[src/hdl/pbo_pkg.sv]
// ----------------------------------------------------------------------------
// pbo_pkg - shared types and constants of the PolyBLEP oscillator
// Waveform codes, sequencer states, fixed-point constants and helpers.
// ----------------------------------------------------------------------------
package pbo_pkg;

  // Default accumulator width
  localparam int PhaseBitsDef = 24;

  // Configuration port
  localparam int PaddrWidth = 3;
  localparam int PdataWidth = 32;
  localparam logic RegWaveform  = 1'b0;
  localparam logic RegPhaseStep = 1'b1;

  // Fixed-point constants (amplitude one = 2^20, phase one = 2^24)
  localparam int QuotBits = 20;
  localparam int PwGain   = 15099494;
  localparam int PwMin    = 838861;
  localparam int PwMax    = 15938355;
  localparam int Leak     = 16760439;
  localparam int PwHalf   = 8388608;
  localparam int AmpOne   = 1048576;
  localparam int SatHi    = 8388607;
  localparam int SatLo    = -8388608;

  // Shared multiplier operand and product widths
  localparam int MulAW = 27;
  localparam int MulBW = 25;
  localparam int MulPW = MulAW + MulBW;

  typedef enum logic [1:0] {
    WaveSaw   = 2'd0,
    WavePulse = 2'd1,
    WaveTri   = 2'd2,
    WaveMute  = 2'd3
  } wave_e;

  typedef enum logic [3:0] {
    StIdle,
    StStart,
    StPw,
    StBase,
    StBlep,
    StDiv,
    StSq0,
    StSq1,
    StInt0,
    StInt1,
    StInt2,
    StInt3,
    StDone
  } state_e;

  typedef struct packed {
    logic [1:0]  waveform;
    logic [23:0] phase_step;
  } cfg_t;

  typedef struct packed {
    logic        start;
    logic [23:0] num;
    logic [23:0] den;
  } div_req_t;

  typedef struct packed {
    logic                done;
    logic [QuotBits-1:0] quot;
  } div_rsp_t;

  // Signed shift right by sh, rounding toward zero
  function automatic logic signed [MulPW-1:0] trunc_shr(input logic signed [MulPW-1:0] v,
                                                       input int unsigned sh);
    logic signed [MulPW-1:0] bias;
    bias = v[MulPW-1] ? ((MulPW'(1) <<< sh) - MulPW'(1)) : '0;
    return (v + bias) >>> sh;
  endfunction

  // Saturate to the signed Q3.20 range
  function automatic logic signed [23:0] sat24(input logic signed [MulPW-1:0] v);
    logic signed [23:0] r;
    if (v > MulPW'(SatHi)) r = 24'(SatHi);
    else if (v < MulPW'(SatLo)) r = 24'(SatLo);
    else r = 24'(v);
    return r;
  endfunction

endpackage

[src/hdl/pbo_mul.sv]
// ----------------------------------------------------------------------------
// pbo_mul - shared signed multiplier
// One registered signed product, used for pulse width, squares and integrator.
// ----------------------------------------------------------------------------
module pbo_mul (
  input  logic                              clk_i,
  input  logic signed [pbo_pkg::MulAW-1:0]  a_i,
  input  logic signed [pbo_pkg::MulBW-1:0]  b_i,
  output logic signed [pbo_pkg::MulPW-1:0]  prod_o
);

  logic signed [pbo_pkg::MulPW-1:0] prod_q;

  // Product registered, ready in the cycle after the operands
  always_ff @(posedge clk_i) begin
    prod_q <= pbo_pkg::MulPW'(a_i) * pbo_pkg::MulPW'(b_i);
  end

  assign prod_o = prod_q;

endmodule

[config.mk]
export PLATFORM = sky130hd
export DESIGN_NAME = pbo_mul
export DESIGN_NICKNAME = d
export VERILOG_FILES = /design/src/hdl/pbo_pkg.sv /design/src/hdl/pbo_mul.sv
export SDC_FILE = /design/constraint.sdc
export NUM_CORES = 2
export LEC_CHECK = 0
export BUFFER_PORTS_ARGS = -buffer_cell sky130_fd_sc_hd__buf_2
export CAP_MARGIN = 20
export CORE_AREA = 2 2 295 297
export DETAILED_ROUTE_END_ITERATION = 8
export DIE_AREA = 0 0 297 299
export HOLD_SLACK_MARGIN = 0.12
export PLACE_DENSITY_LB_ADDON = 0.2
export SKIP_CTS_REPAIR_TIMING = 1
export SYNTH_ARGS = -nofsm -noshare
export SYNTH_HDL_FRONTEND = slang
export SYNTH_SLANG_ARGS = --single-unit
export TNS_END_PERCENT = 20
[constraint.sdc]
create_clock -name clk_i -period 6.7 [get_ports clk_i]
set_clock_uncertainty 0.1 [all_clocks]
set_input_delay 0.67 -clock clk_i [delete_from_list [all_inputs] [get_ports clk_i]]
set_output_delay 0.67 -clock clk_i [all_outputs]
set_load 0.02 [all_outputs]
==> load_flow_metrics.sql <==
INSERT INTO impl_metrics (metric_group, metric, value, unit) VALUES
('yosys', 'synth_seq_cells', '52', ''),
('worst_hold_path', 'hold_class', 'input pin to flip-flop', ''),
('sta', 'number_of_setup_violations_in_the_final_report', '14', ''),
('sta', 'max_freq', '142', 'MHz'),
('yosys', 'synth_warnings', '0', ''),
('clock_tree', 'cts-htree-levels', '2', ''),
('yosys', 'synth-async-reset-ratio', '0', '%'),
('drt', 'detail_route.first_pass.iterations', '5', ''),
('worst_hold_path', 'hold_path_startpoint', 'b_i[0]', ''),
('yosys', 'synth_flop_cell', 'sky130_fd_sc_hd__dfxtp_1', ''),
('die', 'placeableCoreArea', '85900', 'um^2'),
('layout', 'max_ffs_per_register', '52', ''),
('clock_tree', 'cts_tree', 'done', ''),
('layout', 'final_layout_size_suffix_gt1_share', '17.3', '%'),
('yosys', 'synth-seq-area-share', '4.07', '%'),
('layout', 'combined_area_of_the_multi_input_logic_cells', '21800', 'um^2'),
('sta', 'slew_headroom', '70.1', '%'),
('sta', 'worst_pin_slew', '437', 'ps'),
('setup_path', 'cp-start-kind', 'input pin', ''),
('layout', 'register_area', '1040', 'um^2'),
('drt', 'vias', '18096', ''),
('drt', 'avgViaCountPerCell', '4.31', ''),
('die', 'die_area', '88800', 'um^2'),
('setup_path', 'critical_path_at', '7130', 'ps'),
('place', 'port_buffers', '104', ''),
('clock_tree', 'cts.sinks', '52', ''),
('layout', 'instances_no_fill', '4195', ''),
('setup_path', 'worst_ep_required_time', '6810', 'ps'),
('layout', 'layout.cells.most_common_list', '721 x sky130_fd_sc_hd__inv_1, 689 x sky130_fd_sc_hd__fa_1, 351 x sky130_fd_sc_hd__nand2_1', ''),
('drt', 'drt_drc_violations_left', '0', ''),
('clock_tree', 'cts-buffers-inserted', '5', ''),
('die', 'top_level_ports', '105', ''),
('sta', 'hold_viol_final', '0', ''),
('sta', 'finalWorstPathRequiredPeriod', '7020', 'ps'),
('drt', 'drt-total-wl', '71500', 'um'),
('worst_hold_path', 'whs_endpoint', 'prod_o[0]', ''),
('drt', 'drt.antenna.violating_nets', '0', ''),
('yosys', 'post_synth_instance_area', '25600', 'um^2'),
('place', 'dp_hpwl', '64400', 'um'),
('sta', 'layout_setup_ws', '-322', 'ps'),
('layout', 'area_growth', '19.1', '%'),
('layout', 'finish.net_count', '3938', ''),
('status', 'run_status', 'finished, violations left', ''),
('place', 'post-place-ws', '-942', 'ps'),
('yosys', 'synth-edff-count', '0', ''),
('global_routing', 'grt_max_degree', '25', ''),
('global_routing', 'grt_pass1_wl', '119000', 'um'),
('status', 'violated_checks', 'negative setup slack', ''),
('sta', 'post-route-period-util', '105', '%'),
('yosys', 'synth_nets', '3639', ''),
('sta', 'timing_max_transition_violations_final', '0', ''),
('global_routing', 'global_route.usage.total', '17.3', '%'),
('setup_path', 'critPathCaptureType', 'flip-flop', ''),
('global_routing', 'globalRoute.totalOverflow', '0', ''),
('place', 'place_congestion', '0.848', ''),
('yosys', 'synth_largest_area_cell', 'sky130_fd_sc_hd__fa_1', ''),
('clock_tree', 'cts-root-buf', 'sky130_fd_sc_hd__clkbuf_16', ''),
('worst_hold_path', 'hold_path_depth', '3', ''),
('yosys', 'synth_cells', '2737', ''),
('layout', 'post-route-util', '35.4', '%'),
('drt', 'routed_wire_length_per_instance', '17.0', 'um'),
('global_routing', 'grt_antenna_before_repair', '4', ''),
('layout', 'final.fill_count', '9061', ''),
('yosys', 'avgSynthCellArea', '9.34', 'um^2'),
('clock_tree', 'max-clock-path-buffers', '2', ''),
('run', 'cap_violations', '0', ''),
('yosys', 'portion_of_synthesized_cell_area_occupied_by_the_leading_cell_type', '55.2', '%'),
('setup_path', 'worstPathMaxFanout', '4', ''),
('yosys', 'ys_top_cells_by_area', 'sky130_fd_sc_hd__fa_1 55%, sky130_fd_sc_hd__inv_1 11%, sky130_fd_sc_hd__and2_1 8.2%', ''),
('global_routing', 'first_global_vias', '21246', ''),
('die', 'floorplan.initialDensity', '29.7', '%'),
('drt', 'drtIter0Drc', '630', ''),
('die', 'fp.dieH', '299', 'um'),
('setup_path', 'critPathKind', 'input pin to flip-flop', ''),
('sta', 'rsz0062_at_grt', 'yes', ''),
('layout', 'layout.cells.most_common', 'sky130_fd_sc_hd__inv_1', ''),
('place', 'dp.cells', '4172', ''),
('yosys', 'synth_cell_type_count', '57', ''),
('die', 'placement_rows', '108', ''),
('clock_tree', 'clk_pin_slew_worst_paths', '90', 'ps'),
('die', 'die_w', '297', 'um');
[synth_stat cells (6+ instances only)]
library cell / n
sky130_fd_sc_hd__nand4_1: 6
sky130_fd_sc_hd__and3_1: 6
sky130_fd_sc_hd__nand3_1: 12
sky130_fd_sc_hd__ha_1: 145
sky130_fd_sc_hd__o21ai_0: 18
sky130_fd_sc_hd__fa_1: 704
sky130_fd_sc_hd__o21bai_1: 7
sky130_fd_sc_hd__xor2_1: 21
sky130_fd_sc_hd__inv_1: 729
sky130_fd_sc_hd__a21o_1: 19
sky130_fd_sc_hd__and2_1: 334
sky130_fd_sc_hd__nand2b_1: 12
sky130_fd_sc_hd__o211ai_1: 7
sky130_fd_sc_hd__nor2_1: 42
sky130_fd_sc_hd__xnor2_1: 37
sky130_fd_sc_hd__nand2_1: 357
sky130_fd_sc_hd__a21oi_1: 40
sky130_fd_sc_hd__a31oi_1: 9
sky130_fd_sc_hd__dfxtp_1: 52
sky130_fd_sc_hd__clkbuf_1: 117
[cell type report]
cell class / count / area share, %
sequential: 52 / 3.42
clock buffer: 5 / 0.411
inverter: 729 / 8.99
multi-input combinational: 1833 / 71.7
tap: 1155 / 4.75
clock inverter: 3 / 0.0822
antenna: 3 / 0.0247
timing repair buffer: 415 / 10.6
[routing by layer]
| metal | GRT usage, % | routed length, um | part of all wire (%) | up-vias |
|---|---|---|---|---|
| met3 | 1.74 | 1590 | 2.2 | 63 |
| met5 | 0 | 28 | 0.039 | - |
| met1 | 20.2 | 28400 | 40 | 9465 |
| li1 | - | - | - | 8365 |
| met4 | 3.22 | 1340 | 1.9 | 4 |
| met2 | 33.9 | 40100 | 56 | 199 |
[kinds of logic after synthesis]
kind of cell / count (synthesis) / share of synthesized area [%]
buffers and inverters: 852 / 12.5
adders and majority gates: 849 / 62.3
and+or+nand+nor: 786 / 15.3
AOI/OAI and AO/OA: 138 / 3.77
xor gates and xnor gates: 58 / 1.99
DFF: 52 / 4.07
muxes: 2 / 0.0784
[through the flow]
stage / hold slack, ps / instance area [um^2] / TNS (ps)
3_3_place_gp: 987 / 29700 / -19280
6_report: 813 / 30400 / -2730
3_5_place_dp: 988 / 29700 / -18310
2_1_floorplan: 692 / 26100 / -63.3
4_1_cts: 788 / 29800 / -8680
5_1_grt: 802 / 30400 / -7300
[worst max path at each step]
stage / endpoint / cells after the start / slack, ps / from
after floorplan: prod_o[48] / 24 / -30 / b_i[12]
after CTS: prod_o[48] / 24 / -650 / a_i[15]
final: prod_o[48] / 26 / -320 / b_i[4]
after detailed placement: prod_o[48] / 24 / -940 / a_i[15]
after global placement: prod_o[42] / 26 / -950 / a_i[15]
after global routing: prod_o[50] / 26 / -650 / b_i[4]
[worst max-delay path, stage by stage]
cell and delay, ps:
sky130_fd_sc_hd__buf_6 70, sky130_fd_sc_hd__buf_12 120, sky130_fd_sc_hd__buf_6 110, sky130_fd_sc_hd__nand2_4 40
sky130_fd_sc_hd__fa_1 560, sky130_fd_sc_hd__inv_2 40, sky130_fd_sc_hd__fa_1 520, sky130_fd_sc_hd__inv_2 50
sky130_fd_sc_hd__fa_1 480, sky130_fd_sc_hd__fa_1 600, sky130_fd_sc_hd__inv_2 50, sky130_fd_sc_hd__fa_1 470
sky130_fd_sc_hd__fa_1 540, sky130_fd_sc_hd__inv_2 40, sky130_fd_sc_hd__fa_1 510, sky130_fd_sc_hd__inv_2 50
sky130_fd_sc_hd__ha_4 260, sky130_fd_sc_hd__and3_4 180, sky130_fd_sc_hd__buf_6 100, sky130_fd_sc_hd__nand4_1 180
sky130_fd_sc_hd__a2111oi_4 450, sky130_fd_sc_hd__o31ai_4 170, sky130_fd_sc_hd__o21ai_4 270, sky130_fd_sc_hd__a311oi_2 160
sky130_fd_sc_hd__buf_4 170, sky130_fd_sc_hd__a311o_1 260
Power is not shown: default switching activity piles up to over one toggle a cycle in this logic, so the estimate is an artifact.
