<file path="config.mk">
export PLATFORM = sky130hd
export DESIGN_NAME = pbo_divider
export DESIGN_NICKNAME = d
export VERILOG_FILES = /design/src/hdl/pbo_pkg.sv /design/src/hdl/pbo_divider.sv
export SDC_FILE = /design/constraint.sdc
export NUM_CORES = 1
export LEC_CHECK = 0
export BUFFER_PORTS_ARGS = -buffer_cell sky130_fd_sc_hd__buf_2
export CORE_ASPECT_RATIO = 1.5
export CORE_UTILIZATION = 61
export DETAILED_ROUTE_END_ITERATION = 16
export PLACE_DENSITY = 0.87
export SKIP_LAST_GASP = 1
export SLEW_MARGIN = 40
export SYNTH_ARGS = -nofsm -noshare
export SYNTH_HDL_FRONTEND = slang
export SYNTH_SLANG_ARGS = --single-unit
</file>
<file path="constraint.sdc">
create_clock -name clk_i -period 4.5 [get_ports clk_i]
set_input_delay 1.35 -clock clk_i [delete_from_list [all_inputs] [get_ports clk_i]]
set_output_delay 1.35 -clock clk_i [all_outputs]
set_load 0.02 [all_outputs]
</file>
<file path="src/hdl/pbo_pkg.sv">
// ----------------------------------------------------------------------------
// pbo_pkg - shared types and constants of the PolyBLEP oscillator
// Waveform codes, sequencer states, fixed-point constants and helpers.
// ----------------------------------------------------------------------------
package pbo_pkg;

  // Default accumulator width
  localparam int PhaseBitsDef = 24;

  // Configuration port
  localparam int PaddrWidth = 3;
  localparam int PdataWidth = 32;
  localparam logic RegWaveform  = 1'b0;
  localparam logic RegPhaseStep = 1'b1;

  // Fixed-point constants (amplitude one = 2^20, phase one = 2^24)
  localparam int QuotBits = 20;
  localparam int PwGain   = 15099494;
  localparam int PwMin    = 838861;
  localparam int PwMax    = 15938355;
  localparam int Leak     = 16760439;
  localparam int PwHalf   = 8388608;
  localparam int AmpOne   = 1048576;
  localparam int SatHi    = 8388607;
  localparam int SatLo    = -8388608;

  // Shared multiplier operand and product widths
  localparam int MulAW = 27;
  localparam int MulBW = 25;
  localparam int MulPW = MulAW + MulBW;

  typedef enum logic [1:0] {
    WaveSaw   = 2'd0,
    WavePulse = 2'd1,
    WaveTri   = 2'd2,
    WaveMute  = 2'd3
  } wave_e;

  typedef enum logic [3:0] {
    StIdle,
    StStart,
    StPw,
    StBase,
    StBlep,
    StDiv,
    StSq0,
    StSq1,
    StInt0,
    StInt1,
    StInt2,
    StInt3,
    StDone
  } state_e;

  typedef struct packed {
    logic [1:0]  waveform;
    logic [23:0] phase_step;
  } cfg_t;

  typedef struct packed {
    logic        start;
    logic [23:0] num;
    logic [23:0] den;
  } div_req_t;

  typedef struct packed {
    logic                done;
    logic [QuotBits-1:0] quot;
  } div_rsp_t;

  // Signed shift right by sh, rounding toward zero
  function automatic logic signed [MulPW-1:0] trunc_shr(input logic signed [MulPW-1:0] v,
                                                       input int unsigned sh);
    logic signed [MulPW-1:0] bias;
    bias = v[MulPW-1] ? ((MulPW'(1) <<< sh) - MulPW'(1)) : '0;
    return (v + bias) >>> sh;
  endfunction

  // Saturate to the signed Q3.20 range
  function automatic logic signed [23:0] sat24(input logic signed [MulPW-1:0] v);
    logic signed [23:0] r;
    if (v > MulPW'(SatHi)) r = 24'(SatHi);
    else if (v < MulPW'(SatLo)) r = 24'(SatLo);
    else r = 24'(v);
    return r;
  endfunction

endpackage

</file>
<file path="src/hdl/pbo_divider.sv">
// ----------------------------------------------------------------------------
// pbo_divider - serial fractional divider
// Computes floor(num * 2^20 / den) for num < den, one quotient bit a cycle.
// ----------------------------------------------------------------------------
module pbo_divider (
  input  logic               clk_i,
  input  logic               rst_ni,
  input  pbo_pkg::div_req_t  req_i,
  output pbo_pkg::div_rsp_t  rsp_o
);

  localparam int CntW = $clog2(pbo_pkg::QuotBits);

  logic                         busy_q, busy_d;
  logic                         done_q, done_d;
  logic [CntW-1:0]              cnt_q, cnt_d;
  logic [23:0]                  rem_q, rem_d;
  logic [23:0]                  den_q, den_d;
  logic [pbo_pkg::QuotBits-1:0] quot_q, quot_d;
  logic [24:0]                  rem2;

  // One restoring step a cycle
  always_comb begin
    rem2   = {rem_q, 1'b0};
    busy_d = busy_q;
    done_d = 1'b0;
    cnt_d  = cnt_q;
    rem_d  = rem_q;
    den_d  = den_q;
    quot_d = quot_q;
    if (req_i.start) begin
      busy_d = 1'b1;
      cnt_d  = '0;
      rem_d  = req_i.num;
      den_d  = req_i.den;
      quot_d = '0;
    end else if (busy_q) begin
      if (rem2 >= {1'b0, den_q}) begin
        rem_d  = 24'(rem2 - {1'b0, den_q});
        quot_d = {quot_q[pbo_pkg::QuotBits-2:0], 1'b1};
      end else begin
        rem_d  = rem2[23:0];
        quot_d = {quot_q[pbo_pkg::QuotBits-2:0], 1'b0};
      end
      cnt_d = cnt_q + CntW'(1);
      if (cnt_q == CntW'(pbo_pkg::QuotBits - 1)) begin
        busy_d = 1'b0;
        done_d = 1'b1;
      end
    end
  end

  // Control state
  always_ff @(posedge clk_i or negedge rst_ni) begin
    if (!rst_ni) begin
      busy_q <= 1'b0;
      done_q <= 1'b0;
      cnt_q  <= '0;
    end else begin
      busy_q <= busy_d;
      done_q <= done_d;
      cnt_q  <= cnt_d;
    end
  end

  // Datapath
  always_ff @(posedge clk_i) begin
    rem_q  <= rem_d;
    den_q  <= den_d;
    quot_q <= quot_d;
  end

  assign rsp_o.done = done_q;
  assign rsp_o.quot = quot_q;

endmodule

</file>
==> metrics, run 1 <==
Routability Congestion 0.932; critical path class reg -> reg; initial antenna violation count 0; Syn Inst Count 418; max_cap viols 0; clk buf depth 2; post-route design area 4980 um2; Period minus WS final 2.99 ns; startpoint types flip-flop; status finished, final reports clean; TritonCTS buffer count 9; slew margin rel. 57.9%; DP HPWL 6500 um; worst slew pin tran 0.632 ns; number of synthesized register bits 75; CTS root buffer clkbuf_8; io pins 72; Min Hold Slack 0.494 ns; Hold Fails Final Rpt 0; Placement Cell Area 4760 um2; ant diodes 0; starting density of the core 63.6%; Lkg Pwr 2.32 nW; clock sinks 75; Port-buffer cells 71; clock slew at reported path FFs 0.08 ns; crit path capture type flip-flop; worst reg-to-reg setup slack 1.51 ns; Yosys Warn Count 0; routed vias/inst 5.79; Clk Latency, worst-skew pair 0.36 ns; Routed Antenna Nets 0; die footprint 7590 um2; GRT overflow 0; Final Power 3.08 mW; critical path fanouts, max 18; Avg WL per Cell 15.6 um; Core Region 6940 um2; CTS tree built; Max VDD drop 0.000354 V; routed vias 3294; setup TNS 0 ns; synthesized area per cell 10.6 um2; met2 WL 4510 um; row cnt 37; die width 71.5 um; Iter 0 DRT Violations 236; top sig layer met4; DRT Pass-1 Iters 5; RSZ-0062 raised after global routing no; first-pass GRT wire length 15000 um; final net count 563; setup bufs post-CTS 0; CP arrival 3.10 ns; EDFF count, synth 48; Async SR Flop Fraction 9.33%; share of cells above drive strength 1 25.7%; leading cell type in the layout, fill and taps excluded buf_2; fin crit share 66.4%; WP data required 4.61 ns; drt total wl 8850 um; Top FF cell, synth edfxtp_1; Slew Limit Fails 0; drt drc 0; post-CTS sizing 0; hold-fix buffer count after cts 0; Post-Syn Area 4420 um2; Power Density 619 nW/um2; highest clock rate 0.335 GHz; H-tree depth 3; die height 106 um; DR WL met3 473 um; Seq/Total Area, Yosys 45.7%; commonest cells after routing, fill and taps aside 71 x buf_2, 48 x edfxtp_1, 40 x nor2_1; All-Layer GR Usage 25.4%; Setup-failing EPs final 0; vias in the first global route 3335; pin count of the biggest net entering global routing 48; syn_nets 495; Layout area overhead 12.7%; Min-Delay Path Class reg -> reg; fin util 71.7%; met1 wire length 3670 um; final setup skew 0.00587 ns; Synth cell types 62
-- final cells by class --
type / instances / area (um2)
Sequential cell: 75 / 2020
Clock buffer: 12 / 188
Clock inverter: 4 / 27.5
Fill cell: 513 / 1970
Inverter: 30 / 113
Multi-Input combinational cell: 296 / 2160
Tap cell: 78 / 97.6
Timing Repair Buffer: 74 / 378
-- worst max-delay path, stage by stage, from the launching register on --
cell and delay (ns):
edfxtp_1 0.41, ha_1 0.39, nand2_1 0.09, o21ai_0 0.40
a211oi_1 0.10, nor2_1 0.19, nand3b_2 0.22, nand2_4 0.30
mux2_2 0.37, mux2_2 0.26
-- where the power goes --
group          switching, mW  internal (mW)  leakage [nW]
registers             0.0791          0.914         0.742
clock network          0.255          0.283         0.113
logic                  0.843          0.708          1.47
total                   1.18           1.91          2.32
-- state kept, by name, indices dropped and copies added, names as in the netlist --
signal	flops
den_q	24
rem_q	24
quot_q	20
cnt_q	5
busy_q	1
done_q	1
-- synth_stat cells, types with 6 or more instances --
library cell / count / area share [%]
edfxtp_1: 48 / 33
nor2_1: 40 / 3.4
inv_1: 30 / 2.5
a21oi_1: 28 / 3.2
ha_1: 25 / 7.1
nand2_1: 23 / 2.0
mux2i_1: 22 / 5.0
mux2_2: 21 / 5.4
dfxtp_1: 20 / 9.1
o21ai_0: 17 / 1.9
xnor2_1: 16 / 3.2
nand3_1: 11 / 1.2
dfrtp_1: 7 / 4.0
nand4_1: 6 / 0.85
nor2b_1: 6 / 0.85
xor2_1: 6 / 1.2
-- metrics by stage --
| stage | worst slack, ns | instances |
|---|---|---|
| 3_5_place_dp | 1.56 | 553 |
| 5_1_grt | 1.30 | 569 |
| 6_report | 1.51 | 569 |
| 3_3_place_gp | 1.59 | 553 |
| 2_1_floorplan | 1.95 | 418 |
| 4_1_cts | 1.55 | 569 |
-- layer usage --
metal | global-route usage [%] | vias up
met4 | 12.2 | 0
met5 | 0 | -
met1 | 29.9 | 1528
li1 | - | 1639
met3 | 6.92 | 19
met2 | 42.6 | 108
-- cell families (layout without fill, tap and decap cells) --
kind of cell | count (synthesis) | count (layout) | synth area share (%)
AOI/OAI and AO/OA | 83 | 83 | 12.1
DFF | 75 | 75 | 45.7
and+or+nand+nor | 122 | 122 | 14.5
adders and majority gates | 26 | 26 | 7.53
xor gates and xnor gates | 22 | 22 | 4.36
buffers and inverters | 47 | 120 | 5.52
muxes | 43 | 43 | 10.3
-- path summary, 6_finish.rpt --
check,startpoint,to,cells past startpoint
max,rem_q[18]$_DFFE_PP_,rem_q[9]$_DFFE_PP_,9
min,quot_q[19]$_SDFFE_PP0P_,quot_q[19]$_SDFFE_PP0P_,2
max reg2reg,rem_q[18]$_DFFE_PP_,rem_q[9]$_DFFE_PP_,9
min reg2reg,quot_q[19]$_SDFFE_PP0P_,quot_q[19]$_SDFFE_PP0P_,2
max in group asynchronous,rst_ni,cnt_q[0]$_DFFE_PN0P_,1
min in group asynchronous,rst_ni,done_q$_DFF_PN0_,1
Note: power is estimated with default switching activity, not from simulation.
==> run 2: changes to the inputs <==
ABC_AREA = 1   (was not set)
CORE_UTILIZATION = 58   (was 61)
PLACE_DENSITY = 0.83   (was 0.87)
clock period = 3.1 ns   (was 4.5 ns; I/O delays follow)
==> metrics, run 2 <==
status finished, final reports clean; biggest regs den_q x24, rem_q x24, quot_q x20; clock slew at reported path FFs 0.06 ns; critical path's slowest cell edfxtp_1; drt drc 0; Crit path largest cell delay 0.44 ns; Port-buffer cells 71; RSZ-0062 raised after global routing no; commonest cells after routing, fill and taps aside 228 x nand2_1, 125 x inv_1, 71 x buf_2; reg2reg path depth 12; TritonCTS buffer count 9; DP HPWL 9630 um; Yosys top cell by area edfxtp_1; leading cell type in the layout, fill and taps excluded nand2_1; Min-Delay Path Class in -> async; Hold Fails Final Rpt 0; first-pass GRT wire length 20800 um; Avg WL per Cell 14.7 um; Period minus WS final 2.54 ns; syn_nets 749; worst path cell trace ha_1, nand2_1, inv_1, nand2_1, nand3_1, nand2_1, nand3_1, nor2_4, buf_4, nand3b_1, nand3_1, nand2_1; crit path launch rem_q[19]$_DFFE_PP_; top cells by count, synth 228 x nand2_1, 125 x inv_1, 57 x nand3_1, 48 x edfxtp_1, 33 x nor2_1; CP arrival 2.63 ns; die height 115 um; final setup skew 0.00599 ns; WP data required 3.19 ns; fillcell total 723; die footprint 8860 um2; Synth top area share 29.3%; Max VDD drop 0.000682 V; ant diodes 0; max_cap viols 0; number of synthesized register bits 75; pin count of the biggest net entering global routing 50; Post-Syn Area 4920 um2; clock sinks 75; Setup-failing EPs final 0; vias in the first global route 4625; worst slew pin tran 0.605 ns; Syn Inst Count 672; Routed Antenna Nets 0; Slew Limit Fails 0; Top FF cell, synth edfxtp_1; Synth area leaders edfxtp_1 29%, nand2_1 17%, inv_1 9.5%, dfxtp_1 8.1%, ha_1 6.4%; slew margin rel. 59.6%; worst reg-to-reg setup slack 0.56 ns; Synth cell types 35; CP Capture Point rem_q[9]$_DFFE_PP_; crit path capture type flip-flop; GRT overflow 0; Non-Filler Instances 854; r2r startpoint rem_q[19]$_DFFE_PP_; Seq/Total Area, Yosys 41.0%; critical path class reg -> reg; Iter 0 DRT Violations 356; count leader, synth nand2_1; starting density of the core 60.6%; startpoint types flip-flop; All-Layer GR Usage 30.1%; EDFF count, synth 48; H-tree depth 3; Clk Latency, worst-skew pair 0.34 ns; highest clock rate 0.394 GHz; Most common cell on crit path nand2_1; Core Region 8110 um2; Lkg Pwr 2.95 nW; setup TNS 0 ns; fin crit share 82.0%; routed vias 4555; Multi-input gate area 2300 um2; RR Endpoint rem_q[9]$_DFFE_PP_; Power Density 862 nW/um2; final net count 821; placed insts 838; hold-fix buffer count after cts 0; Layout area overhead 14.8%; Routability Congestion 0.985; CTS tree built; io pins 72; setup bufs post-CTS 0; initial antenna violation count 0; routed vias/inst 5.33; Yosys Warn Count 0; FF+latch area 2020 um2; clk buf depth 2; Async SR Flop Fraction 9.33%; critical path fanouts, max 12; post-CTS sizing 0; drt total wl 12600 um; DRT Pass-1 Iters 5; die width 77.2 um; share of cells above drive strength 1 14.7%; Min Hold Slack 0.411 ns; row cnt 40; synthesized area per cell 7.32 um2; CTS root buffer clkbuf_16
[run 2: worst max-delay path, delay by kind of cell (launching register included)]
family        cells  cell delay [ns]
fa+ha+maj         1             0.42
flops             1             0.44
simple gates      9             1.12
buf+inv           2             0.28
[run 2: final cells by class]
type | count | area share, %
multi-input cells | 447 | 40.7
flip-flops and latches | 75 | 35.8
repair buffers | 78 | 7.23
well taps | 105 | 2.33
clock inverters | 5 | 0.599
inverters | 133 | 8.85
clock buffers | 11 | 4.50
[run 2: how the worst min path moves through the flow]
stage | slack [ns] | cells past startpoint | to | start
2_1_floorplan | 0.46 | 1 | cnt_q[3]$_DFFE_PN0P_ | cnt_q[3]$_DFFE_PN0P_
3_3_place_gp | 0.47 | 2 | quot_q[19]$_SDFFE_PP0P_ | quot_q[19]$_SDFFE_PP0P_
3_5_place_dp | 0.48 | 2 | quot_q[6]$_SDFFE_PP0P_ | quot_q[6]$_SDFFE_PP0P_
4_1_cts | 0.42 | 1 | cnt_q[1]$_DFFE_PN0P_ | rst_ni
5_1_grt | 0.42 | 1 | cnt_q[0]$_DFFE_PN0P_ | rst_ni
6_report | 0.41 | 1 | cnt_q[1]$_DFFE_PN0P_ | rst_ni
[run 2: routing by layer]
layer	part of all wire, %	global-route usage [%]	vias to the layer above
met5	0	0	-
met4	3.9	15.7	0
met3	5.1	4.92	41
met2	51	55.2	183
met1	40	33.1	2057
li1	-	-	2274
[run 2: cells by family (layout without fill, tap and decap cells)]
logic type	after synthesis	in the layout	share of synthesized area [%]
AOI/OAI and AO/OA	48	48	5.47
xor gates and xnor gates	9	9	1.60
adders and majority gates	26	26	6.77
buffers and inverters	150	227	12.2
DFF	75	75	41.0
and+or+nand+nor	364	364	32.9
[run 2: where the power goes]
part | switching, mW | internal (mW) | total, mW
clock | 0.419 | 0.593 | 1.01
combinational | 1.58 | 0.867 | 2.45
sequential | 0.105 | 1.30 | 1.40
total | 2.11 | 2.76 | 4.87
[run 2: per-stage QoR]
step                      total power [mW]  area, um2  util (%)  worst slack, ns
after CTS                             4.83       5640      69.6            0.602
final                                 4.87       5640      69.6            0.559
after floorplan                       3.27       4920         -            0.485
after global routing                  5.23       5640      69.6            0.404
after global placement                3.76       5350      66.0            0.658
after detailed placement              3.81       5350      66.0            0.610
