**config.mk**
```make
export PLATFORM = sky130hd
export DESIGN_NAME = pbo_apb_regs
export DESIGN_NICKNAME = d
export VERILOG_FILES = /design/src/hdl/pbo_pkg.sv /design/src/hdl/pbo_apb_regs.sv
export SDC_FILE = /design/constraint.sdc
export NUM_CORES = 1
export LEC_CHECK = 0
export BUFFER_PORTS_ARGS = -buffer_cell sky130_fd_sc_hd__buf_4
export CAP_MARGIN = 10
export CORE_ASPECT_RATIO = 1.75
export CORE_MARGIN = 2
export CORE_UTILIZATION = 25
export CTS_CLUSTER_SIZE = 40
export DETAILED_ROUTE_END_ITERATION = 8
export HOLD_SLACK_MARGIN = 0.02
export PLACE_DENSITY = 0.6
export SLEW_MARGIN = 40
export SYNTH_ARGS = -nofsm -noshare
export SYNTH_HDL_FRONTEND = slang
export SYNTH_SLANG_ARGS = --single-unit
export TNS_END_PERCENT = 20
```
**constraint.sdc**
```tcl
create_clock -name clk_i -period 1.75 [get_ports clk_i]
set_input_delay 0.175 -clock clk_i [delete_from_list [all_inputs] [get_ports clk_i]]
set_output_delay 0.175 -clock clk_i [all_outputs]
set_load 0.02 [all_outputs]
```
**src/hdl/pbo_pkg.sv**
```systemverilog
// ----------------------------------------------------------------------------
// pbo_pkg - shared types and constants of the PolyBLEP oscillator
// Waveform codes, sequencer states, fixed-point constants and helpers.
// ----------------------------------------------------------------------------
package pbo_pkg;

  // Default accumulator width
  localparam int PhaseBitsDef = 24;

  // Configuration port
  localparam int PaddrWidth = 3;
  localparam int PdataWidth = 32;
  localparam logic RegWaveform  = 1'b0;
  localparam logic RegPhaseStep = 1'b1;

  // Fixed-point constants (amplitude one = 2^20, phase one = 2^24)
  localparam int QuotBits = 20;
  localparam int PwGain   = 15099494;
  localparam int PwMin    = 838861;
  localparam int PwMax    = 15938355;
  localparam int Leak     = 16760439;
  localparam int PwHalf   = 8388608;
  localparam int AmpOne   = 1048576;
  localparam int SatHi    = 8388607;
  localparam int SatLo    = -8388608;

  // Shared multiplier operand and product widths
  localparam int MulAW = 27;
  localparam int MulBW = 25;
  localparam int MulPW = MulAW + MulBW;

  typedef enum logic [1:0] {
    WaveSaw   = 2'd0,
    WavePulse = 2'd1,
    WaveTri   = 2'd2,
    WaveMute  = 2'd3
  } wave_e;

  typedef enum logic [3:0] {
    StIdle,
    StStart,
    StPw,
    StBase,
    StBlep,
    StDiv,
    StSq0,
    StSq1,
    StInt0,
    StInt1,
    StInt2,
    StInt3,
    StDone
  } state_e;

  typedef struct packed {
    logic [1:0]  waveform;
    logic [23:0] phase_step;
  } cfg_t;

  typedef struct packed {
    logic        start;
    logic [23:0] num;
    logic [23:0] den;
  } div_req_t;

  typedef struct packed {
    logic                done;
    logic [QuotBits-1:0] quot;
  } div_rsp_t;

  // Signed shift right by sh, rounding toward zero
  function automatic logic signed [MulPW-1:0] trunc_shr(input logic signed [MulPW-1:0] v,
                                                       input int unsigned sh);
    logic signed [MulPW-1:0] bias;
    bias = v[MulPW-1] ? ((MulPW'(1) <<< sh) - MulPW'(1)) : '0;
    return (v + bias) >>> sh;
  endfunction

  // Saturate to the signed Q3.20 range
  function automatic logic signed [23:0] sat24(input logic signed [MulPW-1:0] v);
    logic signed [23:0] r;
    if (v > MulPW'(SatHi)) r = 24'(SatHi);
    else if (v < MulPW'(SatLo)) r = 24'(SatLo);
    else r = 24'(v);
    return r;
  endfunction

endpackage

```
**src/hdl/pbo_apb_regs.sv**
```systemverilog
// ----------------------------------------------------------------------------
// pbo_apb_regs - configuration registers
// APB-style write and read of waveform and phase step.
// ----------------------------------------------------------------------------
module pbo_apb_regs (
  input  logic                           clk_i,
  input  logic                           rst_ni,
  input  logic                           psel,
  input  logic                           penable,
  input  logic                           pwrite,
  input  logic [pbo_pkg::PaddrWidth-1:0] paddr,
  input  logic [pbo_pkg::PdataWidth-1:0] pwdata,
  output logic [pbo_pkg::PdataWidth-1:0] prdata,
  output logic                           pready,
  output pbo_pkg::cfg_t                  cfg_o
);

  logic [1:0]  waveform_q, waveform_d;
  logic [23:0] phase_step_q, phase_step_d;
  logic        wr_en;
  logic        reg_idx;

  assign pready  = 1'b1;
  assign wr_en   = psel && penable && pwrite;
  assign reg_idx = paddr[2];

  // Write decode
  always_comb begin
    waveform_d   = waveform_q;
    phase_step_d = phase_step_q;
    if (wr_en) begin
      case (reg_idx)
        pbo_pkg::RegWaveform:  waveform_d   = pwdata[1:0];
        pbo_pkg::RegPhaseStep: phase_step_d = pwdata[23:0];
        default: ;
      endcase
    end
  end

  // Read mux
  always_comb begin
    case (reg_idx)
      pbo_pkg::RegWaveform:  prdata = {30'b0, waveform_q};
      pbo_pkg::RegPhaseStep: prdata = {8'b0, phase_step_q};
      default:               prdata = '0;
    endcase
  end

  always_ff @(posedge clk_i or negedge rst_ni) begin
    if (!rst_ni) begin
      waveform_q   <= '0;
      phase_step_q <= '0;
    end else begin
      waveform_q   <= waveform_d;
      phase_step_q <= phase_step_d;
    end
  end

  assign cfg_o.waveform   = waveform_q;
  assign cfg_o.phase_step = phase_step_q;

endmodule

```
==> metrics.md, run 1 <==
| Metric | Value |
|---|---|
| Status | `finished with violations` |
| Failing checks | `DRC` |
| Clock-pin slew on the worst setup and hold paths | `0.09 ns` |
| Slew @ Worst Pin | `roughly 0.61 ns` |
| Register area share after synthesis | `0.492` |
| Slew margin rel. | `0.593` |
| Largest net degree at the start of global routing | `27` |
| Setup bufs post-CTS | `0` |
| Layout cells sized above 1 | `0.657` |
| First-pass GRT wire length | `4750 um` |
| LEAKAGE | `~1.1 nW` |
| Total GRT Usage | `0.107` |
| Cell area after synthesis | `1320 um^2` |
| Ys Warns | `0` |
| Crit. Startpoint | `phase_step_q[0]` |
| Core area | `slightly above 5000 um^2` |
| Endpoints failing hold | `0` |
| Row count | `35` |
| Post-synth top area cell | `dfrtp_1` |
| Area share of the largest cell type after synthesis | `0.492` |
| Worst Skew | `0 ns` |
| Commonest non-fill, non-tap cell in the layout | `buf_4` |
| Kind of critical path | `reg -> out` |
| N_diodes | `0` |
| Final nets | `between 200 and 250` |
| Die H | `100 um` |
| Worst hold path startpoint | `pwdata[10]` |
| Routability cong. | `0.716` |
| Antenna violations before repair | `0` |
| Synthesized flop and latch total | `26` |
| RSZ-0062 raised after global routing | `false` |
| Hold Crit Class | `in -> reg` |
| Power per Cell Area | `~1100 nW/um^2` |
| Worst VDD drop | `0.000392 V` |
| Post-Layout Cell Count | `227` |
| CTS Buffer Depth | `2` |
| Setup violators final | `0` |
| Placed cells | `222` |
| Post-Synthesis Cells | `94` |
| First drt pass iteration count | `6` |
| Fmax | `789 MHz` |
| Ranking of synthesized cells by area | `dfrtp_1 49%, mux2_4 23%, and2_1 10%, mux2_2 6.8%, buf_4 5.7%` |
| H-tree levels | `1` |
| Io pins | `99` |
| Most frequent cells in the layout | `80 x buf_4, 26 x dfrtp_1, 22 x and2_1` |
| Netlist cell types | `10` |
| Final Max Slew Viols | `0` |
| Crit path time final | `between 1 and 1.5 ns` |
| Final Cycle Share | `0.724` |
| Initial Util | `0.256` |
| Area grow syn2layout | `49.6%` |
| Reg-to-Reg Start | `phase_step_q[15]` |
| Post-Syn Area per Cell | `14.1 um^2` |
| CTS Hold Buffers Added | `1` |
| DRC | `6` |
| Max Cap Viol | `0` |
| WL final | `just over 3000 um` |
| CTS root buf | `clkbuf_8` |
| Clk_lat worst skew | `0.26 ns` |
| Post-DP HPWL | `about 2400 um` |
| Startpoint types | `flop` |
| CTS tree | `built` |
| DR iter-0 viols | `12` |
| CTS sink count | `26` |
| Via count | `946` |
| CP Data Required Time | `~1.6 ns` |
| Antenna-violating nets left | `0` |
| Worst setup EP type | `output port` |
| IO Port Bufs | `79` |
| Horiz. Die Dim | `a little under 60 um` |
| Vias in the first global route | `924` |
| Critical path arrival | `roughly 1.1 ns` |
| TritonCTS Buffers | `3` |
| PostCTS Resize Cnt | `0` |
| Total die area | `5910 um^2` |
| Grt ovf | `0` |
| Routed len/inst | `roughly 14 um` |
| DR vias/cell | `4.17` |
| Crit path max fanout | `3` |
| Setup TNS | `0 ns` |
==> flip-flops by register name, summed over array words and instances (netlist names) <==
| register | cells |
|---|---|
| phase_step_q | 24 |
| waveform_q | 2 |
==> metrics by stage <==
| step | setup WS (ns) | area, um^2 | total power, mW | hold slack (ns) | utilization |
|---|---|---|---|---|---|
| 5_1_grt | 0.430 | 1980 | 2.31 | 0.107 | 0.383 |
| 2_1_floorplan | 0.737 | 1350 | 1.39 | -0.121 | - |
| 3_5_place_dp | 0.273 | 1910 | 1.82 | 0.113 | 0.370 |
| 3_3_place_gp | 0.273 | 1910 | 1.81 | 0.118 | 0.370 |
| 4_1_cts | 0.458 | 1980 | 2.22 | 0.120 | 0.383 |
| 6_report | 0.483 | 1980 | 2.19 | 0.125 | 0.383 |
==> worst max-delay path, stage by stage (launching register included) <==
cell	delay, ns
dfrtp_1	0.41
mux2_2	0.26
buf_4	0.16
==> synthesized netlist by cell type, drive strengths merged <==
| library cell | instances |
|---|---|
| nand4b | 1 |
| conb | 2 |
| buf | 12 |
| dfrtp | 26 |
| mux2 | 28 |
| clkbuf | 2 |
| nand4 | 1 |
| and2 | 22 |
==> routing by layer <==
metal	vias to the layer above	wire length (um)	track usage
met5	-	0	0
met4	0	89	0.0612
met3	6	196	0.0129
met2	50	1720	0.186
met1	440	1110	0.123
li1	450	-	-
==> final cells by class <==
cell class,count,area [um^2]
fill,527,3190
sequential,26,651
timing repair buffer,81,611
multi-input combinational,61,592
tap,55,68.8
clock buffer,4,55.1
==> worst paths after layout <==
check                                         to  slack, ns  cells past startpoint
worst min-delay path            phase_step_q[10]       0.13                      2
worst max register to register  phase_step_q[15]       0.96                      1
worst max-delay path                   prdata[0]       0.48                      2
max in group asynchronous       phase_step_q[23]       1.13                      2
min in group asynchronous       phase_step_q[17]       0.36                      2
worst min register to register   phase_step_q[4]       0.54                      1
==> power by group <==
group | total (mW) | internal (mW) | switching (mW)
logic | 0.956 | 0.502 | 0.454
registers | 0.836 | 0.733 | 0.103
clock network | 0.393 | 0.201 | 0.192
total | 2.19 | 1.44 | 0.749
==> kinds of logic (layout without fill, tap and decap cells) <==
group / Yosys count / count (layout) / synth area share
muxes: 28 / 28 / 0.295
DFF: 26 / 26 / 0.492
and+or+nand+nor: 24 / 24 / 0.127
other: 2 / 9 / 0.00568
buffers and inverters: 14 / 85 / 0.0795
No activity file was read; power rests on OpenSTA's default activity.
==> run 2, diff against run 1 <==
--- a/config.mk
+++ b/config.mk
@@ -5,6 +5,7 @@
 export SDC_FILE = /design/constraint.sdc
 export NUM_CORES = 1
 export LEC_CHECK = 0
+export ABC_AREA = 1
 export BUFFER_PORTS_ARGS = -buffer_cell sky130_fd_sc_hd__buf_4
 export CAP_MARGIN = 10
 export CORE_ASPECT_RATIO = 1.75
@@ -13,7 +14,7 @@
 export CTS_CLUSTER_SIZE = 40
 export DETAILED_ROUTE_END_ITERATION = 8
 export HOLD_SLACK_MARGIN = 0.02
-export PLACE_DENSITY = 0.6
+export PLACE_DENSITY = 0.59
 export SLEW_MARGIN = 40
 export SYNTH_ARGS = -nofsm -noshare
 export SYNTH_HDL_FRONTEND = slang
==> constraint.sdc (replaced) <==
create_clock -name clk_i -period 1.3 [get_ports clk_i]
set_input_delay 0.13 -clock clk_i [delete_from_list [all_inputs] [get_ports clk_i]]
set_output_delay 0.13 -clock clk_i [all_outputs]
set_load 0.02 [all_outputs]
==> run 2 against run 1 <==
Compared with the run above: the flow now finishes without violations; sequential power rose by 29%; sequential share of layout area fell by 1.1 points; wire length rose by 17%; utilization fell by 1.0 points; worst setup slack got worse by 0.27 ns; critical path depth rose by 1; clock skew did not move; register-to-register slack got worse by 0.32 ns; via count rose by 39%; combinational power rose by 11%; design area rose by 3.5%; power rose by 22%; critical path type unchanged.
==> metrics.md, run 2 <==
| Metric | Value |
|---|---|
| Max Cap Viol | `0 (unchanged)` |
| Register-to-Register Path Depth | `2 (+1)` |
| Post-Synthesis Cells | `180 (+91%)` |
| Io pins | `99 (unchanged)` |
| Ys flop type | `dfrtp_1` |
| DR vias/cell | `3.95 (-5.2%)` |
| Synthesized flop and latch total | `26 (unchanged)` |
| Crit-path most repeated cell | `nand2_1` |
| Count leader, synth | `nand2_1` |
| Ranking of synthesized cells by area | `dfrtp_1 47%, nand2_1 22%, nand3_1 9.3%, buf_4 5.9%, inv_1 5.1%` |
| Post-DP HPWL | `2660 um (+12%)` |
| Final Cycle Share | `0.835` |
| Ys Warns | `0 (unchanged)` |
| CTS Buffer Depth | `2 (unchanged)` |
| Status | `complete, no violations` |
| IO Port Bufs | `79 (unchanged)` |
| CTS root buf | `clkbuf_8` |
| Setup TNS | `0 ns (unchanged)` |
| Routed len/inst | `10.9 um (-20%)` |
| Worst Skew | `0 ns (unchanged)` |
| Commonest non-fill, non-tap cell in the layout | `buf_4` |
| Total GRT Usage | `0.119 (+0.0114)` |
| First drt pass iteration count | `4 (-2)` |
| Area grow syn2layout | `46.9%` |
| Vias in the first global route | `1166 (+26%)` |
| Post-Syn Area per Cell | `7.74 um^2 (-45%)` |
| Slowest cell on crit path | `dfrtp_1` |
| Fmax | `between 900 and 1000 MHz` |
| Kind of critical path | `reg -> out` |
| CP delay by family, top | `flip-flops` |
| Critical path arrival | `0.96 ns (-0.13 ns)` |
| DP Area | `1980 um^2 (+3.6%)` |
| Biggest register | `phase_step_q` |
| Area share of the largest cell type after synthesis | `0.467 (-0.0252)` |
| LEAKAGE | `1.28 nW (+21%)` |
| Post-synth top area cell | `dfrtp_1` |
| Antenna-violating nets left | `0 (unchanged)` |
| DRC | `0 (-6)` |
| Final Max Slew Viols | `0 (unchanged)` |
| Crit path max fanout | `3 (unchanged)` |
| Worst path depth | `3 (+1)` |
| Via count | `1315 (+39%)` |
| CTS tree | `built` |
| Layout filler cell count | `605 (+15%)` |
| Total die area | `6210 um^2 (+5.1%)` |
| TritonCTS Buffers | `3 (unchanged)` |
| First-pass GRT wire length | `5580 um (+18%)` |
| H-tree levels | `1 (unchanged)` |
| Layout cells sized above 1 | `0.370 (-0.287)` |
| Initial Util | `0.253 (-0.00227)` |
| Largest net degree at the start of global routing | `27 (unchanged)` |
| Routability cong. | `0.683 (-4.6%)` |
| N_diodes | `0 (unchanged)` |
| Setup violators final | `0 (unchanged)` |
| WHS | `0.0852 ns (-0.0401 ns)` |
| Startpoint types | `flop` |
| Crit-path max cell delay | `0.41 ns (about the same)` |
| Crit path time final | `1.09 ns` |
| Post-synth EDFFs | `0 (unchanged)` |
| Horiz. Die Dim | `60.4 um (+2.5%)` |
| Hold Crit Class | `in -> reg` |
| Clk_lat worst skew | `0.27 ns (about the same)` |
| Cell area after synthesis | `1390 um^2 (+5.4%)` |
| Power per Cell Area | `1300 nW/um^2 (+18%)` |
| Endpoints failing hold | `0 (unchanged)` |
| Min-Delay Path Depth | `3 (+1)` |
| Clock-pin slew on the worst setup and hold paths | `0.09 ns (about the same)` |
| Worst VDD drop | `0.000479 V (+22%)` |
| Biggest regs | `phase_step_q x24, waveform_q x2` |
| Row count | `36 (+2.9%)` |
| Most frequent cells in the layout | `82 x buf_4, 80 x nand2_1, 26 x nand3_1, 26 x dfrtp_1, 19 x inv_1` |
| Grt ovf | `0 (unchanged)` |
| CP Data Required Time | `1.17 ns (-0.40 ns)` |
| DR iter-0 viols | `45 (+33)` |
| Worst path bufs/invs | `1 (unchanged)` |
| Core area | `5500 um^2 (+6.3%)` |
| WL final | `3640 um (+17%)` |
| Final Instance Area | `2050 um^2 (+3.5%)` |
| Final nets | `298 (+40%)` |
| Critical Path, Cell by Cell | `nand2_1 -> nand2_1 -> buf_4` |
| Netlist cell types | `13 (+3)` |
| RSZ-0062 raised after global routing | `false` |
| Die H | `103 um (+2.6%)` |
| Final WS setup | `0.215 ns (-0.269 ns)` |
| Synth cell count leaders | `80 x nand2_1, 26 x dfrtp_1, 26 x nand3_1` |
| Pre-CTS WS | `0.175 ns (-0.0979 ns)` |
| CTS sink count | `26 (unchanged)` |
| Register area share after synthesis | `0.467 (-0.0252)` |
| Worst setup EP type | `output port` |
| Ys async rst share | `1.00 (unchanged)` |
| Max reg flops | `24 (unchanged)` |
| Antenna violations before repair | `0 (unchanged)` |
## run 2: cell count changes after synthesis, sizes merged, moves of 2 or more
cell | previous run | this run
mux2 | 28 | 0
clkbuf | 2 | 0
nand2 | 0 | 81
nand3 | 0 | 26
inv | 0 | 24
and2 | 22 | 0
buf | 12 | 17
## run 2: timing repair
item                                   CTS  global route
setup endpoints to repair                0             0
setup buffers                            0             0
hold buffers                             1             0
gates resized for setup                  0             0
endpoints found under the hold margin   26             0
## run 2: final cells by class
cell class | instances | area (um^2) | share of cell area
Clock buffer | 4 | 55.1 | 0.0269
Inverter | 24 | 90.1 | 0.0440
Multi-Input combinational cell | 119 | 509 | 0.249
Sequential cell | 26 | 651 | 0.318
Tap cell | 76 | 95.1 | 0.0465
Timing Repair Buffer | 84 | 646 | 0.316
## run 2: layer usage
| layer | routed length (um) | GRT usage | vias to the layer above |
|---|---|---|---|
| li1 | - | - | 671 |
| met4 | 46 | 0.0452 | 0 |
| met2 | 1960 | 0.207 | 42 |
| met3 | 161 | 0.0138 | 2 |
| met5 | 0 | 0 | - |
| met1 | 1480 | 0.146 | 600 |
## run 2: worst register-to-register path: stages (launching register included)
cell and delay [ns]:
dfrtp_1 0.42, nand2_1 0.08, nand2_1 0.06
## run 2: cells by family after synthesis
logic type / share of synthesized area
simple gates: 0.341
buf+inv: 0.186
flops: 0.467
other cells: 0.00539
## run 2: path summary, 6_finish.rpt
| path | start | to | slack [ns] |
|---|---|---|---|
| max | phase_step_q[1] | prdata[1] | 0.21 |
| min | pwdata[22] | phase_step_q[22] | 0.09 |
| max reg2reg | phase_step_q[3] | phase_step_q[3] | 0.64 |
| min reg2reg | phase_step_q[12] | phase_step_q[12] | 0.50 |
| max in group asynchronous | rst_ni | phase_step_q[18] | 0.72 |
| min in group asynchronous | rst_ni | phase_step_q[9] | 0.31 |
## run 2: power breakdown
part | internal, mW | leakage [nW] | total (mW) | switching, mW
clock | 0.271 | 0.0288 | 0.530 | 0.259
combinational | 0.453 | 0.922 | 1.06 | 0.603
sequential | 0.960 | 0.327 | 1.08 | 0.123
total | 1.68 | 1.28 | 2.67 | 0.985
## run 2: per-stage QoR
stage	total power, mW	instances	utilization
finish	2.67	333	0.372
global route	2.86	333	0.372
CTS	2.72	333	0.372
detailed placement	2.17	328	0.360
global placement	2.15	328	0.360
floorplan	1.67	187	-
